**config.mk**
```make
export PLATFORM = sky130hd
export DESIGN_NAME = integer_text_formatter_unit
export DESIGN_NICKNAME = d
export VERILOG_FILES = /design/src/itf_pkg.sv /design/src/integer_text_formatter_unit.sv
export SDC_FILE = /design/constraint.sdc
export NUM_CORES = 2
export LEC_CHECK = 0
export BUFFER_PORTS_ARGS = -buffer_cell sky130_fd_sc_hd__buf_2
export CAP_MARGIN = 5
export CORE_MARGIN = 2
export CORE_UTILIZATION = 61
export CTS_BUF_LIST = sky130_fd_sc_hd__clkbuf_16
export DETAILED_ROUTE_END_ITERATION = 8
export PLACE_DENSITY = 0.8
export SLEW_MARGIN = 20
export SYNTH_ARGS = -nofsm -noshare
export SYNTH_HDL_FRONTEND = slang
export SYNTH_SLANG_ARGS = --single-unit
```
**constraint.sdc**
```tcl
create_clock -name clock -period 10.6 [get_ports clock]
set_clock_uncertainty 0.2 [all_clocks]
set_input_delay 2.12 -clock clock [delete_from_list [all_inputs] [get_ports clock]]
set_output_delay 2.12 -clock clock [all_outputs]
set_load 0.05 [all_outputs]
```
**src/itf_pkg.sv**
```systemverilog
// Integer text formatter: shared constants, ASCII codes, state type and the
// digit-to-character helper. No dependencies.
package itf_pkg;

   localparam int MAX_CHARS = 64;       // most characters emitted for one value
   localparam int DIG_N     = 11;       // most digits of a 32-bit value (octal)
   localparam int DIG_W     = $clog2(DIG_N);
   localparam int LEN_W     = $clog2(DIG_N + 1);
   localparam int POS_W     = 8;        // holds the longest layout (width, prec, prefix)

   localparam logic [31:0] RECIP_10   = 32'hCCCC_CCCD;  // ceil(2^35 / 10)
   localparam int          RECIP_SHFT = 35;

   localparam logic [7:0] CH_ZERO  = 8'h30;
   localparam logic [7:0] CH_A     = 8'h61;
   localparam logic [7:0] CH_X     = 8'h78;
   localparam logic [7:0] CH_MINUS = 8'h2D;
   localparam logic [7:0] CH_PLUS  = 8'h2B;
   localparam logic [7:0] CH_SPACE = 8'h20;

   localparam logic [1:0] RADIX_OCT = 2'd0;
   localparam logic [1:0] RADIX_DEC = 2'd1;

   typedef enum logic [1:0] {
      BASE_8,
      BASE_10,
      BASE_16
   } base_type;

   typedef enum logic [2:0] {
      ST_IDLE,
      ST_STEP,
      ST_SUB,
      ST_SIZE,
      ST_BOUND,
      ST_EMIT
   } state_type;

   function automatic logic [7:0] digit_char(input logic [3:0] d);
      logic [7:0] c;
      if (d < 4'd10) begin
         c = CH_ZERO + {4'd0, d};
      end else begin
         c = CH_A + {4'd0, d} - 8'd10;
      end
      return c;
   endfunction

endpackage

```
**src/integer_text_formatter_unit.sv**
```systemverilog
// Sequence: octal and hex produce one digit per step (up to 11 and 8 digits); decimal
//   uses a reciprocal-multiply step and a subtract step per digit (up to 10); then the
//   layout states ST_SIZE and ST_BOUND, then 1 char/cycle while the output is not stalled.
// A new item is taken once the last character sits in the output register.
// Reset: synchronous, active high; clears the sequencer and the output valid.
// Depends on itf_pkg.
module integer_text_formatter_unit
   import itf_pkg::*;
(
   input  logic        clock,
   input  logic        reset,
   // item in
   input  logic        req_valid,
   output logic        req_stall,
   input  logic [31:0] req_value,
   input  logic        req_signed_mode,
   input  logic [1:0]  req_radix,
   input  logic [6:0]  req_field_width,
   input  logic        req_has_precision,
   input  logic [6:0]  req_precision,
   input  logic        req_zero_pad,
   input  logic        req_pad_right,
   input  logic        req_plus_sign,
   input  logic        req_space_sign,
   input  logic        req_alternate_form,
   // characters out
   output logic        rsp_valid,
   input  logic        rsp_stall,
   output logic [7:0]  rsp_out_char,
   output logic        rsp_last_char
);

   // ---------------------------------------------------------------------
   // Sequencer state and per-item registers
   // ---------------------------------------------------------------------
   state_type state_ff, state_in;

   logic [31:0]      mag_ff, mag_in;          // remaining magnitude
   logic [63:0]      prod_ff, prod_in;        // reciprocal product for /10
   base_type         base_ff, base_in;
   logic [LEN_W-1:0] len_ff, len_in;          // digits produced so far
   logic [3:0]       digit_ff [DIG_N];        // digit values, least significant first
   logic             dig_we;
   logic [3:0]       dig_val;

   logic [1:0]       plen_ff, plen_in;        // sign/prefix length: 0, 1 or 2
   logic [7:0]       pfx0_ff, pfx0_in;        // first prefix char (sign or '0')
   logic             hasp_ff, hasp_in;
   logic [6:0]       prec_ff, prec_in;
   logic [6:0]       width_ff, width_in;
   logic             left_ff, left_in;
   logic             zmode_ff, zmode_in;      // zero padding in effect

   logic [6:0]       ndig_ff, ndig_in;        // digits incl. precision zeros
   logic [POS_W-1:0] pad_ff, pad_in;
   logic [POS_W-1:0] emit_n_ff, emit_n_in;    // characters to emit after truncation

   // layout boundaries: spaces | prefix | zeros | digits | spaces
   logic [POS_W-1:0] s1_ff, s1_in;
   logic [POS_W-1:0] s2_ff, s2_in;
   logic [POS_W-1:0] s3_ff, s3_in;
   logic [POS_W-1:0] s4_ff, s4_in;
   logic [POS_W-1:0] pos_ff, pos_in;

   logic             rsp_valid_ff, rsp_valid_in;
   logic [7:0]       rsp_char_ff, rsp_char_in;
   logic             rsp_last_ff, rsp_last_in;

   // ---------------------------------------------------------------------
   // Combinational helpers
   // ---------------------------------------------------------------------
   logic             req_take;
   logic             out_free;
   logic             emit_go;
   logic             neg;
   logic [7:0]       sign_ch;
   logic             has_sign;
   base_type         base_sel;

   logic [28:0]      quot;
   logic [31:0]      quot32;
   logic [31:0]      rem32;
   logic [31:0]      mag_shift;

   logic [6:0]       len7;
   logic [6:0]       ndig_c;
   logic [POS_W-1:0] total_c;
   logic [POS_W-1:0] width8;
   logic [POS_W-1:0] chars_c;
   logic [POS_W-1:0] zeros_c;

   logic [POS_W-1:0] off;
   logic [DIG_W-1:0] rd_idx;
   logic [7:0]       emit_ch;
   logic             emit_last;

   assign req_take = (state_ff == ST_IDLE) && req_valid;
   assign out_free = !rsp_valid_ff || !rsp_stall;
   assign emit_go  = (state_ff == ST_EMIT) && out_free;

   // sign and base selection at item entry
   assign neg      = req_signed_mode && req_value[31];
   assign has_sign = req_signed_mode && (neg || req_plus_sign || req_space_sign);

   always_comb begin
      if (neg) begin
         sign_ch = CH_MINUS;
      end else if (req_plus_sign) begin
         sign_ch = CH_PLUS;
      end else begin
         sign_ch = CH_SPACE;
      end
   end

   always_comb begin
      if (req_signed_mode || req_radix == RADIX_DEC) begin
         base_sel = BASE_10;
      end else if (req_radix == RADIX_OCT) begin
         base_sel = BASE_8;
      end else begin
         base_sel = BASE_16;
      end
   end

   // divide-by-ten finish: q = prod >> 35, r = mag - 10q
   assign quot      = prod_ff[63:RECIP_SHFT];
   assign quot32    = {3'd0, quot};
   assign rem32     = mag_ff - ((quot32 << 3) + (quot32 << 1));
   assign mag_shift = (base_ff == BASE_16) ? (mag_ff >> 4) : (mag_ff >> 3);

   // sizing
   assign len7    = 7'(len_ff);
   assign ndig_c  = (hasp_ff && prec_ff > len7) ? prec_ff : len7;
   assign total_c = {1'b0, ndig_c} + {6'd0, plen_ff};
   assign width8  = {1'b0, width_ff};
   assign chars_c = (width8 > total_c) ? width8 : total_c;
   assign zeros_c = {1'b0, ndig_ff - len7} + (zmode_ff ? pad_ff : '0);

   // character selection by position
   assign off    = pos_ff - s3_ff;
   assign rd_idx = DIG_W'(len_ff - LEN_W'(1) - off[LEN_W-1:0]);

   always_comb begin
      if (pos_ff < s1_ff) begin
         emit_ch = CH_SPACE;
      end else if (pos_ff < s2_ff) begin
         emit_ch = (pos_ff == s1_ff) ? pfx0_ff : CH_X;
      end else if (pos_ff < s3_ff) begin
         emit_ch = CH_ZERO;
      end else if (pos_ff < s4_ff) begin
         emit_ch = digit_char(digit_ff[rd_idx]);
      end else begin
         emit_ch = CH_SPACE;
      end
   end

   assign emit_last = (pos_ff == emit_n_ff - POS_W'(1));

   // ---------------------------------------------------------------------
   // Next state
   // ---------------------------------------------------------------------
   always_comb begin
      state_in = state_ff;
      case (state_ff)
         ST_IDLE: begin
            if (req_valid) begin
               state_in = ST_STEP;
            end
         end
         ST_STEP: begin
            if (base_ff == BASE_10) begin
               state_in = ST_SUB;
            end else if (mag_shift == 32'd0) begin
               state_in = ST_SIZE;
            end
         end
         ST_SUB: begin
            state_in = (quot == 29'd0) ? ST_SIZE : ST_STEP;
         end
         ST_SIZE: begin
            state_in = ST_BOUND;
         end
         ST_BOUND: begin
            state_in = ST_EMIT;
         end
         ST_EMIT: begin
            if (out_free && emit_last) begin
               state_in = ST_IDLE;
            end
         end
         default: begin
            state_in = ST_IDLE;
         end
      endcase
   end

   // ---------------------------------------------------------------------
   // Datapath and outputs
   // ---------------------------------------------------------------------
   always_comb begin
      mag_in       = mag_ff;
      prod_in      = prod_ff;
      base_in      = base_ff;
      len_in       = len_ff;
      plen_in      = plen_ff;
      pfx0_in      = pfx0_ff;
      hasp_in      = hasp_ff;
      prec_in      = prec_ff;
      width_in     = width_ff;
      left_in      = left_ff;
      zmode_in     = zmode_ff;
      ndig_in      = ndig_ff;
      pad_in       = pad_ff;
      emit_n_in    = emit_n_ff;
      s1_in        = s1_ff;
      s2_in        = s2_ff;
      s3_in        = s3_ff;
      s4_in        = s4_ff;
      pos_in       = pos_ff;
      rsp_char_in  = rsp_char_ff;
      rsp_last_in  = rsp_last_ff;
      rsp_valid_in = rsp_valid_ff && rsp_stall;
      dig_we       = 1'b0;
      dig_val      = 4'd0;

      case (state_ff)
         ST_IDLE: begin
            if (req_take) begin
               mag_in   = neg ? (32'd0 - req_value) : req_value;
               base_in  = base_sel;
               len_in   = '0;
               hasp_in  = req_has_precision;
               prec_in  = req_precision;
               width_in = req_field_width;
               left_in  = req_pad_right;
               zmode_in = req_zero_pad && !req_has_precision && !req_pad_right;
               pfx0_in  = has_sign ? sign_ch : CH_ZERO;
               if (has_sign) begin
                  plen_in = 2'd1;
               end else if (!req_signed_mode && req_alternate_form &&
                            req_value != 32'd0 && base_sel == BASE_16) begin
                  plen_in = 2'd2;
               end else if (!req_signed_mode && req_alternate_form &&
                            req_value != 32'd0 && base_sel == BASE_8) begin
                  plen_in = 2'd1;
               end else begin
                  plen_in = 2'd0;
               end
            end
         end
         ST_STEP: begin
            if (base_ff == BASE_10) begin
               prod_in = mag_ff * RECIP_10;
            end else begin
               dig_val = (base_ff == BASE_16) ? mag_ff[3:0] : {1'b0, mag_ff[2:0]};
               dig_we  = 1'b1;
               mag_in  = mag_shift;
               len_in  = len_ff + LEN_W'(1);
            end
         end
         ST_SUB: begin
            dig_val = rem32[3:0];
            dig_we  = 1'b1;
            mag_in  = quot32;
            len_in  = len_ff + LEN_W'(1);
         end
         ST_SIZE: begin
            ndig_in   = ndig_c;
            pad_in    = (width8 > total_c) ? (width8 - total_c) : '0;
            emit_n_in = (int'(chars_c) > MAX_CHARS) ? POS_W'(MAX_CHARS) : chars_c;
         end
         ST_BOUND: begin
            s1_in  = (!left_ff && !zmode_ff) ? pad_ff : '0;
            s2_in  = s1_in + {6'd0, plen_ff};
            s3_in  = s2_in + zeros_c;
            s4_in  = s3_in + {{(POS_W - LEN_W){1'b0}}, len_ff};
            pos_in = '0;
         end
         ST_EMIT: begin
            if (emit_go) begin
               rsp_valid_in = 1'b1;
               rsp_char_in  = emit_ch;
               rsp_last_in  = emit_last;
               pos_in       = pos_ff + POS_W'(1);
            end
         end
         default: begin
            rsp_valid_in = rsp_valid_ff && rsp_stall;
         end
      endcase
   end

   // ---------------------------------------------------------------------
   // Registers
   // ---------------------------------------------------------------------
   always_ff @(posedge clock) begin
      if (reset) begin
         state_ff     <= ST_IDLE;
         rsp_valid_ff <= 1'b0;
      end else begin
         state_ff     <= state_in;
         rsp_valid_ff <= rsp_valid_in;
      end
   end

   always_ff @(posedge clock) begin
      mag_ff      <= mag_in;
      prod_ff     <= prod_in;
      base_ff     <= base_in;
      len_ff      <= len_in;
      plen_ff     <= plen_in;
      pfx0_ff     <= pfx0_in;
      hasp_ff     <= hasp_in;
      prec_ff     <= prec_in;
      width_ff    <= width_in;
      left_ff     <= left_in;
      zmode_ff    <= zmode_in;
      ndig_ff     <= ndig_in;
      pad_ff      <= pad_in;
      emit_n_ff   <= emit_n_in;
      s1_ff       <= s1_in;
      s2_ff       <= s2_in;
      s3_ff       <= s3_in;
      s4_ff       <= s4_in;
      pos_ff      <= pos_in;
      rsp_char_ff <= rsp_char_in;
      rsp_last_ff <= rsp_last_in;
      if (dig_we) begin
         digit_ff[DIG_W'(len_ff)] <= dig_val;
      end
   end

   // ports
   assign req_stall     = (state_ff != ST_IDLE);
   assign rsp_valid     = rsp_valid_ff;
   assign rsp_out_char  = rsp_char_ff;
   assign rsp_last_char = rsp_last_ff;

   // ---------------------------------------------------------------------
   // Assertions
   // ---------------------------------------------------------------------
   // reciprocal divide always leaves a decimal remainder
   a_rem_range: assert property (@(posedge clock) disable iff (reset)
      (state_ff == ST_SUB) |-> (rem32 < 32'd10))
      else $error("divide step remainder out of range");

   // digit store never overflows
   a_len_bound: assert property (@(posedge clock) disable iff (reset)
      (state_ff == ST_STEP || state_ff == ST_SUB) |-> (len_ff < LEN_W'(DIG_N)))
      else $error("digit count overflow");

   // emission position stays inside the truncated length
   a_pos_bound: assert property (@(posedge clock) disable iff (reset)
      (state_ff == ST_EMIT) |-> (pos_ff < emit_n_ff))
      else $error("emit position past end");

   // a taken item always starts a fresh digit run
   a_take_start: assert property (@(posedge clock) disable iff (reset)
      (req_valid && !req_stall) |=> (state_ff == ST_STEP && len_ff == '0))
      else $error("item not started correctly");

endmodule
```
==> impl_metrics.tcl <==
set metrics [dict create \
    postCtsSetupBuffers 0 \
    initial_core_util_pct 61.5 \
    max_freq_mhz 115 \
    synth_edf_count 205 \
    synth-async-reset-ratio_pct 0 \
    critPathBufInv 2 \
    yosysUniqueCellTypes 73 \
    ys_seq_area_share_pct 21.9 \
    drc_errors 0 \
    gr-total-overflow 0 \
    ant_nets 0 \
    row_count 79 \
    synth_area_per_cell_um2 10.6 \
    drtPass1Iterations 5 \
    crit_chain "ha_1 > o21ai_0 > fa_1 > inv_1 > fa_1 > fa_1 > inv_1 > fa_1 > fa_1 > fa_1 > ha_1 > a211oi_1 > nor2_1 > nor2_1 > o2111ai_1 > o2111ai_1 > nand2_1 > a2111oi_1 > nor2_1 > a211o_1" \
    critical-path-top-delay-family "adder cells" \
    drtIter0Drc 1823 \
    clock_path_buffers 3 \
    nets 3624 \
    grt_pass1_wl_mm 125 \
    synth_area_um2 28500 \
    critPathSlowestCell "ha_1" \
    cts_max_level 1 \
    period_share_pct 82.3 \
    dieArea_um2 48400 \
    hp-start "rsp_valid$_SDFF_PP0_" \
    final_hold_viol_count 0 \
    crit_top_cell "fa_1" \
    wire_per_inst_um 24.5 \
    gp_congestion 1.02 \
    antenna_found_initial 1 \
    clockRootBuffer "clkbuf_16" \
    cp-startpoint "mag_ff[8]$_DFFE_PP_" \
    finalSetupViolCount 0 \
    fp.coreArea_um2 46300 \
    placed_area_um2 29500 \
    portBuffers 68 \
    fillers 3637 \
    numCtsBuffers 25 \
    cpPeakStageDelay_ns 0.74 \
    numClockSinks 209 \
    rsz0062_at_grt "false" \
    critPathMaxFanout 10 \
    hold_buffers 0 \
    path_clk_slew_ns 0.06 \
    routed_wirelength_mm 82.7 \
    die_w_um 220 \
    status "completed" \
    required_ns 10.68 \
    synth_flop_cell "edfxtp_1" \
    insertion_delay_ns 0.55 \
    fp.dieH_um 220 \
    area_growth_pct 6.41 \
    finalCriticalPeriod_ns 8.72 \
    synthCells 2687 \
    critPathLaunchType "flop" \
    slew_viol_final 0 \
    yosys_warnings 0 \
    finalInstanceArea_um2 30300 \
    drive_gt1_share_pct 5.75 \
    grt_max_degree 40 \
    max_slew_margin_pct 27.6 \
    worstHoldPathType "flop to flop" \
    final_common_cell "inv_1" \
    fin_setup_tns_ns 0 \
    critPathKind "flop to flop" \
    cts_tree "done" \
    r2r-start "mag_ff[8]$_DFFE_PP_" \
    ys_ff_latch 209 \
    dpl_worst_slack_ns 2.02 \
    dp_hpwl_mm 70.0 \
    layout_common_cells "inv_1 (614), ha_1 (414), fa_1 (404), edfxtp_1 (205), nand2_1 (124)" \
    worst_slack_ns 1.88 \
    grt_usage_pct 35.3 \
    cp.arrival_ns 8.80 \
    grt_pass1_vias 21469 \
    vias 20256 \
    diodes 0 \
    via_per_inst 6.01 \
    worstSetupEndpointType "flop" \
    worst_slew_pin_slew_ns 1.08 \
    top_level_ports 70 \
    max_cap_viol_count 0 \
    post_cts_resized 0 \
]
## per-stage QoR
step                      hold WS, ns  cells  util (%)
after floorplan                 0.291   2688         -
after global placement          0.324   3327      63.8
after detailed placement        0.329   3327      63.8
after CTS                       0.338   3373      65.5
after global routing            0.364   3373      65.5
final                           0.346   3373      65.5
## cell families after synthesis
logic type,synth area share (%)
adders and majority gates,46.6
buffers and inverters,8.71
and+or+nand+nor,7.69
AOI/OAI and AO/OA,7.99
DFF,21.9
xor gates and xnor gates,5.05
muxes,2.03
other,0.0264
## final cells by class
cell class	instances	area (µm²)	area share, %
multi-input cells	1820	19800	65.3
flip-flops and latches	209	6240	20.6
inverters	610	2290	7.56
well taps	607	759	2.51
clock buffers	25	626	2.07
repair buffers	81	438	1.45
clock inverters	21	173	0.570
## worst reg2reg max path, cell delays in order (launching register included)
cell	delay, ns
edfxtp_1	0.66
ha_1	0.75
o21ai_0	0.38
fa_1	0.64
inv_1	0.07
fa_1	0.50
fa_1	0.57
inv_1	0.06
fa_1	0.45
fa_1	0.52
fa_1	0.42
ha_1	0.38
a211oi_1	0.27
nor2_1	0.09
nor2_1	0.29
o2111ai_1	0.31
o2111ai_1	0.71
nand2_1	0.28
a2111oi_1	0.49
nor2_1	0.14
a211o_1	0.28
## registers in the layout, indices dropped and copies added, names as in the netlist, 2 cells and up
| register | cells |
|---|---|
| s4_ff | 8 |
| pfx0_ff | 4 |
| width_ff | 7 |
| pos_ff | 8 |
| plen_ff | 2 |
| pad_ff | 8 |
| prod_ff | 29 |
| emit_n_ff | 8 |
| rsp_out_char | 7 |
| state_ff | 3 |
| digit_ff | 44 |
| prec_ff | 7 |
| s3_ff | 8 |
| base_ff | 2 |
| len_ff | 4 |
| ndig_ff | 7 |
| s1_ff | 8 |
| mag_ff | 32 |
| s2_ff | 8 |
## cell usage after synthesis (9+ instances only)
master	count	area, µm²
a211oi_1	9	67.6
a21o_1	48	360
a21oi_1	120	601
a31oi_1	11	68.8
and2_1	30	188
and3_1	15	93.8
clkbuf_1	44	165
edfxtp_1	205	6160
fa_1	404	8090
ha_1	414	5180
inv_1	609	2290
mux2i_1	34	340
nand2_1	124	465
nand2b_1	13	81.3
nand3_1	30	150
nand4_1	25	156
nor2_1	96	360
nor2b_1	14	87.6
nor3_1	25	125
nor4_1	18	113
o21a_1	9	67.6
o21ai_0	58	290
o21bai_1	12	90.1
o221ai_1	24	210
or2_2	12	75.1
xnor2_1	73	639
xor2_1	91	797
## layer usage
layer | wire (µm) | GRT usage (%) | part of all wire [%] | up-vias
li1 | - | - | - | 8965
met1 | 31500 | 44.3 | 38 | 10140
met2 | 40500 | 59.5 | 49 | 899
met3 | 5150 | 4.36 | 6.2 | 250
met4 | 5490 | 19.7 | 6.6 | 2
met5 | 14 | 0 | 0.017 | -
## path summary, 6_finish.rpt
check / end / slack (ns) / cells after the start
worst max-delay path: prod_ff[63]$_DFFE_PP_ / 1.88 / 20
worst min-delay path: rsp_valid$_SDFF_PP0_ / 0.35 / 2
worst max register to register: prod_ff[63]$_DFFE_PP_ / 1.88 / 20
worst min register to register: rsp_valid$_SDFF_PP0_ / 0.35 / 2
Power is not shown: default switching activity piles up to over one toggle a cycle in this logic, so the estimate is an artifact.
